<file path="config.mk">
export PLATFORM = sky130hd
export DESIGN_NAME = ttw_queue
export DESIGN_NICKNAME = d
export VERILOG_FILES = /design/src/rtl/ttw_pkg.sv /design/src/rtl/ttw_queue.sv
export SDC_FILE = /design/constraint.sdc
export NUM_CORES = 1
export LEC_CHECK = 0
export BUFFER_PORTS_ARGS = -buffer_cell sky130_fd_sc_hd__buf_2
export CAP_MARGIN = 20
export CORE_ASPECT_RATIO = 0.5
export CORE_MARGIN = 1
export CORE_UTILIZATION = 50
export CTS_CLUSTER_DIAMETER = 60
export CTS_CLUSTER_SIZE = 12
export DETAILED_ROUTE_END_ITERATION = 10
export PLACE_DENSITY = 0.77
export SLEW_MARGIN = 20
export SYNTH_ARGS = -nofsm -noshare
export SYNTH_HDL_FRONTEND = slang
export SYNTH_SLANG_ARGS = --single-unit
</file>
<file path="constraint.sdc">
create_clock -name clk -period 3.3 [get_ports clk]
set_input_delay 0.66 -clock clk [delete_from_list [all_inputs] [get_ports clk]]
set_output_delay 0.66 -clock clk [all_outputs]
set_load 0.02 [all_outputs]
</file>
<file path="src/rtl/ttw_pkg.sv">
// ----------------------------------------------------------------------------
// ttw_pkg
// Shared types and constants of the text terminal writer: command classes,
// queue entries and the character codes the front and back ends act on.
// ----------------------------------------------------------------------------
package ttw_pkg;

  localparam int DEF_COLUMNS = 80;
  localparam int DEF_ROWS    = 25;
  localparam int QUEUE_DEPTH = 2;

  localparam logic [7:0] CH_NEWLINE   = 8'd10;
  localparam logic [7:0] CH_BACKSPACE = 8'd8;
  localparam logic [7:0] CH_SPACE     = 8'h20;
  localparam logic [7:0] RESET_COLOR  = 8'h0F;

  typedef enum logic [1:0] {
    OP_READ      = 2'd0,
    OP_NEWLINE   = 2'd1,
    OP_BACKSPACE = 2'd2,
    OP_PRINT     = 2'd3
  } op_t;

  typedef struct packed {
    op_t         op;
    logic [7:0]  ch;
    logic [10:0] idx;
  } item_t;

  typedef struct packed {
    logic  push;
    item_t item;
  } push_t;

  typedef struct packed {
    logic  empty;
    logic  full;
    item_t item;
  } q_status_t;

endpackage

</file>
<file path="src/rtl/ttw_queue.sv">
// ----------------------------------------------------------------------------
// ttw_queue
// Short FIFO of classified commands between the front end and the back end.
// ----------------------------------------------------------------------------
module ttw_queue
  import ttw_pkg::*;
(
  input  logic      clk,
  input  logic      rst,
  input  push_t     push,
  input  logic      pop,
  output q_status_t status
);

  localparam int PW = $clog2(QUEUE_DEPTH);
  localparam int CW = $clog2(QUEUE_DEPTH + 1);

  item_t         entries [QUEUE_DEPTH];
  logic [PW-1:0] wr_ptr;
  logic [PW-1:0] rd_ptr;
  logic [CW-1:0] count;

  always_ff @(posedge clk) begin
    if (rst) begin
      wr_ptr <= '0;
      rd_ptr <= '0;
      count  <= '0;
    end else begin
      if (push.push) begin
        entries[wr_ptr] <= push.item;
        wr_ptr <= (wr_ptr == PW'(QUEUE_DEPTH - 1)) ? '0 : wr_ptr + PW'(1);
      end
      if (pop) begin
        rd_ptr <= (rd_ptr == PW'(QUEUE_DEPTH - 1)) ? '0 : rd_ptr + PW'(1);
      end
      if (push.push && !pop) begin
        count <= count + CW'(1);
      end else if (pop && !push.push) begin
        count <= count - CW'(1);
      end
    end
  end

  assign status.empty = (count == '0);
  assign status.full  = (count == CW'(QUEUE_DEPTH));
  assign status.item  = entries[rd_ptr];

endmodule

</file>
==> metrics.md, run 1 <==
| Metric | Value |
|---|---|
| Run status | `complete, but fails checks` |
| Failing checks | `DRC` |
| Yosys warns | `0` |
| Largest net degree at the start of global routing | `22` |
| Final period util | `about three quarters` |
| Multi-input gate area | `~350 sq um` |
| DRC viols | `2` |
| Final hold vios | `0` |
| Per-cell routed wire length | `around 15 um` |
| Number of synthesized register bits | `47` |
| R2R depth | `1` |
| Sequential Area | `between 0.001 and 0.0015 sq mm` |
| Mean post-synth cell area | `19.8 sq um` |
| Max cap viols | `0` |
| Rows | `14` |
| Asr flop ratio synth | `0%` |
| Crit-path slowest cell | `dfxtp_1` |
| Horiz. Die Dim | `between 80 and 90 um` |
| Die Height | `around 43 um` |
| Fillers | `~220` |
| Setup Skew | `just under 0.004 ns` |
| Routed WL | `between 2000 and 3000 um` |
| Cell Count, Final, Fillers Out | `roughly 180` |
| Core area | `about 0.0031 sq mm` |
| Max Slew Vio Count | `0` |
| Pin slew with the least headroom to its limit | `0.978 ns` |
| Post-synth EDFFs | `42` |
| FF-to-FF Start | `wr_ptr$_SDFFE_PP0P_` |
| Io pins | `between 40 and 50` |
| Placed instance area | `roughly 0.002 sq mm` |
| Worst relative slew slack | `about a third` |
| Max frequency | `between 0.4 and 0.5 GHz` |
| PortBufs | `47` |
| Clock Latency Late Sink | `about 0.29 ns` |
| Flop2flop setup slack | `1.70 ns` |
| Root buffer cell | `clkbuf_8` |
| GRT Util Overall | `around 16%` |
| TritonRoute pass-1 iters | `7` |
| Count of final setup violators | `0` |
| Hold slack | `approximately 0.52 ns` |
| H-tree Lvls | `2` |
| Power Density | `between 500 and 600 mW/mm^2` |
| Critical path data required time | `2.64 ns` |
| Most area-hungry cell type in the Yosys netlist | `edfxtp_1` |
| Synth top area cells | `edfxtp_1 73%, mux2_2 14%, dfxtp_1 5.8%` |
| Vias in the first global route | `just over 900` |
| Fin area | `between 0.002 and 0.0025 sq mm` |
| Grt ovf | `0` |
| Starting density of the core | `between 50% and 60%` |
| Crit path cell chain | `mux2_2, buf_2` |
| First-pass GRT wire length | `about 4100 um` |
| Mapped Nets | `~110` |
| Setup crit start kind | `flop` |
| Most frequent cells after synthesis | `42 x edfxtp_1, 21 x mux2_2, 5 x dfxtp_1, 5 x nor2_1` |
| Vias per cell | `approximately 5.1` |
| Fraction of layout cells with a size suffix above 1 | `54.6%` |
| Synth top area share | `about three quarters` |
| DR iter-0 viols | `52` |
| RR Endpoint | `entries[1][11]$_DFFE_PP_` |
| Longest Clk Path Bufs | `2` |
| Crit path capture | `status[16]` |
| Initial antenna violation count | `0` |
| CTS Sinks | `47` |
| Setup bufs post-CTS | `0` |
| Sequential area share after synthesis | `approximately 80%` |
| # diodes | `0` |
| Worst hold path type | `flop to flop` |
| Area Growth Syn to Fin | `21.5%` |
| Inst Count DP | `approximately 170` |
| Critical setup path kind | `flop to output port` |
| Die ar. | `between 0.003 and 0.004 sq mm` |
| CP Capture Type | `output port` |
| Nets | `between 150 and 200` |
| Routability Congestion | `approximately 0.69` |
| Pleak | `0.797 nW` |
| Clock-pin slew on the worst setup and hold paths | `0.08 ns` |
| Top FF cell, synth | `edfxtp_1` |
| Resize count post-CTS | `0` |
| Hold buffer count at cts | `0` |
| Unrepaired setup endpoints after global routing | `no` |
| Critical path's largest stage delay | `0.91 ns` |
| Mapped Area | `around 0.0017 sq mm` |
| CTS tree | `done` |
| DR vias | `915` |
| Util after Layout | `between 60% and 70%` |
| Most frequent cell after synthesis | `edfxtp_1` |
| Gate Count Post-Synth | `87` |
| Final ANT Viol Nets | `0` |
| Worst-path maximum fanout | `21` |
| Post-synth cell types | `15` |
| CTS Buf Count | `5` |
| Data arrival, critical path | `1.78 ns` |
| Maximum VDD drop | `between 300 and 400 uV` |
| Setup TNS | `0 ns` |
| Post-layout min period | `between 2 and 2.5 ns` |
-- worst min path at each step --
stage	startpoint	to	slack, ns	cells after the start
finish	count[1]$_SDFFE_PP0P_	count[1]$_SDFFE_PP0P_	0.52	2
global route	push[18]	entries[0][18]$_DFFE_PP_	0.54	1
CTS	count[1]$_SDFFE_PP0P_	count[1]$_SDFFE_PP0P_	0.52	2
floorplan	count[1]$_SDFFE_PP0P_	count[1]$_SDFFE_PP0P_	0.46	2
detailed placement	count[1]$_SDFFE_PP0P_	count[1]$_SDFFE_PP0P_	0.51	2
global placement	count[1]$_SDFFE_PP0P_	count[1]$_SDFFE_PP0P_	0.48	2
-- through the flow --
step,setup slack (ns),power (W)
6_report,0.857,0.00116
5_1_grt,0.722,0.00120
4_1_cts,0.814,0.00117
3_5_place_dp,1.15,0.000853
3_3_place_gp,1.14,0.000848
2_1_floorplan,0.615,0.000798
-- layout by cell type (no fill, tap or decap), drive strengths merged --
cell type and count:
xor2 2, clkinv 2, xnor2 2, a21oi 1, dfxtp 5, o21ai 1, nor2 5, inv 1
mux2 21, nor3b 1, ha 1, buf 48, clkbuf 6, and3b 1, edfxtp 42, or3 1
and2b 1
-- sequential cells by signal (all words and copies together), names as in the netlist, named ones only --
register / flops
entries: 42
count: 2
wr_ptr: 1
rd_ptr: 1
-- power breakdown --
part           internal, W  leakage (nW)  total [W]  switching (W)
registers         0.000677         0.427   0.000696      0.0000190
clock network     0.000146        0.0426   0.000320       0.000175
logic            0.0000645         0.327   0.000142      0.0000772
-- logic make-up after synthesis --
| group | Yosys count | share of synthesized area [%] |
|---|---|---|
| xor gates and xnor gates | 4 | 2.04 |
| AOI/OAI and AO/OA | 2 | 0.582 |
| muxes | 21 | 13.8 |
| and+or+nand+nor | 9 | 2.91 |
| DFF | 47 | 79.2 |
| adders and majority gates | 1 | 0.728 |
| buffers and inverters | 3 | 0.800 |
-- final cells by class --
cell class | count | area share (%)
timing repair buffer | 48 | 11.6
tap | 40 | 2.40
inverter | 1 | 0.180
clock buffer | 6 | 3.48
clock inverter | 2 | 0.419
sequential | 47 | 65.2
multi-input combinational | 37 | 16.7
-- layer usage --
metal | part of all wire, % | global-route usage [%] | wire, um
met3 | 4.8 | 5.90 | 130
met1 | 44 | 18.3 | 1180
met2 | 51 | 27.3 | 1360
met4 | 0.82 | 7.12 | 22
met5 | 0 | 0 | 0
-- worst max-delay path: cells and delay by family (launching register included) --
family | cells | cell delay, ns
mux | 1 | 0.42
buf+inv | 1 | 0.16
flops | 1 | 0.91
Power figures use the tool's default switching activity.
==> run 2: changes to the inputs <==
--- a/config.mk
+++ b/config.mk
@@ -5,15 +5,16 @@
 export SDC_FILE = /design/constraint.sdc
 export NUM_CORES = 1
 export LEC_CHECK = 0
+export ABC_AREA = 1
 export BUFFER_PORTS_ARGS = -buffer_cell sky130_fd_sc_hd__buf_2
 export CAP_MARGIN = 20
 export CORE_ASPECT_RATIO = 0.5
 export CORE_MARGIN = 1
-export CORE_UTILIZATION = 50
+export CORE_UTILIZATION = 51
 export CTS_CLUSTER_DIAMETER = 60
 export CTS_CLUSTER_SIZE = 12
 export DETAILED_ROUTE_END_ITERATION = 10
-export PLACE_DENSITY = 0.77
+export PLACE_DENSITY = 0.78
 export SLEW_MARGIN = 20
 export SYNTH_ARGS = -nofsm -noshare
 export SYNTH_HDL_FRONTEND = slang
==> constraint.sdc (replaced) <==
create_clock -name clk -period 2.4 [get_ports clk]
set_input_delay 0.48 -clock clk [delete_from_list [all_inputs] [get_ports clk]]
set_output_delay 0.48 -clock clk [all_outputs]
set_load 0.02 [all_outputs]
==> metrics.md, run 2 <==
| Metric | Value |
|---|---|
| Gate Count Post-Synth | `99` |
| DR vias | `just under 1000` |
| Mapped Area | `between 0.0015 and 0.002 sq mm` |
| Root buffer cell | `clkbuf_8` |
| Power Density | `between 700 and 800 mW/mm^2` |
| Sequential area share after synthesis | `74.5%` |
| Grt ovf | `0` |
| Max FFs per register | `42` |
| Fillers | `about 230` |
| Hold buffer count at cts | `0` |
| Critical setup path kind | `flop to output port` |
| Maximum VDD drop | `~280 uV` |
| Mean post-synth cell area | `around 18 sq um` |
| Core area | `roughly 0.0032 sq mm` |
| Nets | `180` |
| PortBufs | `47` |
| Most area-hungry cell type in the Yosys netlist | `edfxtp_1` |
| Vias in the first global route | `roughly 980` |
| Critical path's largest stage delay | `0.38 ns` |
| Util after Layout | `between 60 and 70%` |
| Asr flop ratio synth | `0%` |
| Crit-path slowest cell | `mux2_2` |
| CTS Sinks | `between 40 and 50` |
| DP HPWL | `1930 um` |
| Largest register by flop count | `entries` |
| Worst relative slew slack | `74.9%` |
| Largest net degree at the start of global routing | `22` |
| Clock-pin slew on the worst setup and hold paths | `around 0.08 ns` |
| Yosys warns | `0` |
| Run status | `completed` |
| Sequential Area | `approximately 0.0014 sq mm` |
| Post-synth cell types | `15` |
| Worst-path maximum fanout | `21` |
| Fin area | `between 0.002 and 0.0025 sq mm` |
| Area Growth Syn to Fin | `21.3%` |
| CP Capture Type | `output port` |
| Resize count post-CTS | `0` |
| Post-layout min period | `~2.0 ns` |
| Pin slew with the least headroom to its limit | `0.377 ns` |
| Data arrival, critical path | `1.47 ns` |
| Worst hold path type | `input pin to flop` |
| Clock Latency Late Sink | `0.29 ns` |
| Family with the most delay on the worst path | `buffers and inverters` |
| Number of synthesized register bits | `47` |
| Post-synth EDFFs | `between 40 and 50` |
| DRC viols | `0` |
| Longest Clk Path Bufs | `2` |
| TritonRoute pass-1 iters | `4` |
| CTS tree | `done` |
| Max cap viols | `0` |
| Io pins | `between 40 and 50` |
| Die ar. | `0.00384 sq mm` |
| Final ANT Viol Nets | `0` |
| Rows | `14` |
| Pleak | `between 0.9 and 1 nW` |
| Vias per cell | `a little under 5` |
| Most frequent cell after synthesis | `edfxtp_1` |
| H-tree Lvls | `2` |
| DR iter-0 viols | `23` |
| Setup TNS | `0 ns` |
| Critical path data required time | `1.92 ns` |
| Multi-input gate area | `423 sq um` |
| Most frequent cells after synthesis | `42 x edfxtp_1, 20 x mux2_4, 9 x inv_1` |
| Starting density of the core | `approximately 57%` |
| Crit path cell chain | `buf_4, mux2_2, buf_2` |
| Max Slew Vio Count | `0` |
| Fraction of layout cells with a size suffix above 1 | `50.3%` |
| Count of final setup violators | `0` |
| Hold slack | `0.371 ns` |
| Mapped Nets | `125` |
| CTS Buf Count | `5` |
| Routed WL | `~2800 um` |
| Die Height | `44.3 um` |
| Setup Skew | `between 0.005 and 0.006 ns` |
| Routability Congestion | `a little under 0.6` |
| Synth top area share | `between 60 and 70%` |
| Placed instance area | `around 0.0021 sq mm` |
| Per-cell routed wire length | `roughly 14 um` |
| Synth top area cells | `edfxtp_1 69%, mux2_4 16%, dfxtp_1 5.5%` |
| Largest regs | `entries x42, count x2` |
| Setup crit start kind | `flop` |
| First-pass GRT wire length | `about 4300 um` |
| Commonest non-fill, non-tap cell in the layout | `buf_2` |
| Unrepaired setup endpoints after global routing | `no` |
| Final period util | `approximately four fifths` |
| CP Buf/Inv Count | `2` |
| Final hold vios | `0` |
| Horiz. Die Dim | `around 87 um` |
| Setup bufs post-CTS | `0` |
| Top FF cell, synth | `edfxtp_1` |
| Max frequency | `0.512 GHz` |
| Initial antenna violation count | `0` |
| # diodes | `0` |
| GRT Util Overall | `between 10% and 20%` |
| Leading cell types in the layout, fill and taps excluded | `47 x buf_2, 42 x edfxtp_1, 20 x mux2_4` |
run 2: changes by cell type after synthesis, moves of 2 or more:
cell / delta
buf_2: -2
buf_6: +2
inv_1: +8
mux2_2: -20
mux2_4: +20
nand2_1: +6
xor2_1: -2
run 2: kinds of logic (layout without fill, tap and decap cells):
group | Yosys count | in the layout | synth area share [%]
AO/OA/AOI/OAI | 3 | 3 | 0.822
XOR/XNOR | 1 | 1 | 0.480
adder cells (fa/ha/maj) | 1 | 1 | 0.685
buffers and inverters | 11 | 67 | 3.08
flip-flops | 47 | 47 | 74.5
multiplexers | 21 | 21 | 17.1
AND/OR/NAND/NOR | 15 | 15 | 3.36
run 2: per-stage QoR:
stage	total power (W)	worst slack (ns)	instances
2_1_floorplan	0.00111	0.558	99
3_3_place_gp	0.00117	0.753	195
3_5_place_dp	0.00118	0.758	195
4_1_cts	0.00162	0.428	203
5_1_grt	0.00167	0.375	203
6_report	0.00161	0.445	203
run 2: cell type report:
cell class              instances  area share [%]
inverters                       9            1.52
flip-flops and latches         47            61.4
well taps                      48            2.71
clock buffers                   8            3.61
repair buffers                 50            11.6
multi-input cells              41            19.1
run 2: final timing paths:
kind                            cells past startpoint                start  slack, ns                      end
worst max-delay path                                3                 flop       0.45                status[4]
worst min-delay path                                1              push[4]       0.37  entries[1][4]$_DFFE_PP_
worst max register to register                      4  wr_ptr$_SDFFE_PP0P_       1.20  entries[0][6]$_DFFE_PP_
worst min register to register                      2  wr_ptr$_SDFFE_PP0P_       0.47      wr_ptr$_SDFFE_PP0P_
run 2: per-layer routing:
metal | share of wire [%] | global-route usage, % | up-vias
li1 | - | - | 468
met1 | 41 | 17.0 | 471
met2 | 51 | 29.8 | 31
met3 | 5.8 | 7.28 | 6
met4 | 1.4 | 9.00 | 0
met5 | 0 | 0 | -
run 2: worst register-to-register path, cell delays in order (launching register included):
cell and delay, ns:
dfxtp_1 0.31, inv_1 0.10, nand2_1 0.09, nor2_2 0.08, buf_4 0.30
run 2: power breakdown:
group          leakage (nW)  internal [W]  switching, W
combinational         0.442      0.000102      0.000123
sequential            0.427      0.000925     0.0000116
clock                0.0395      0.000207      0.000237
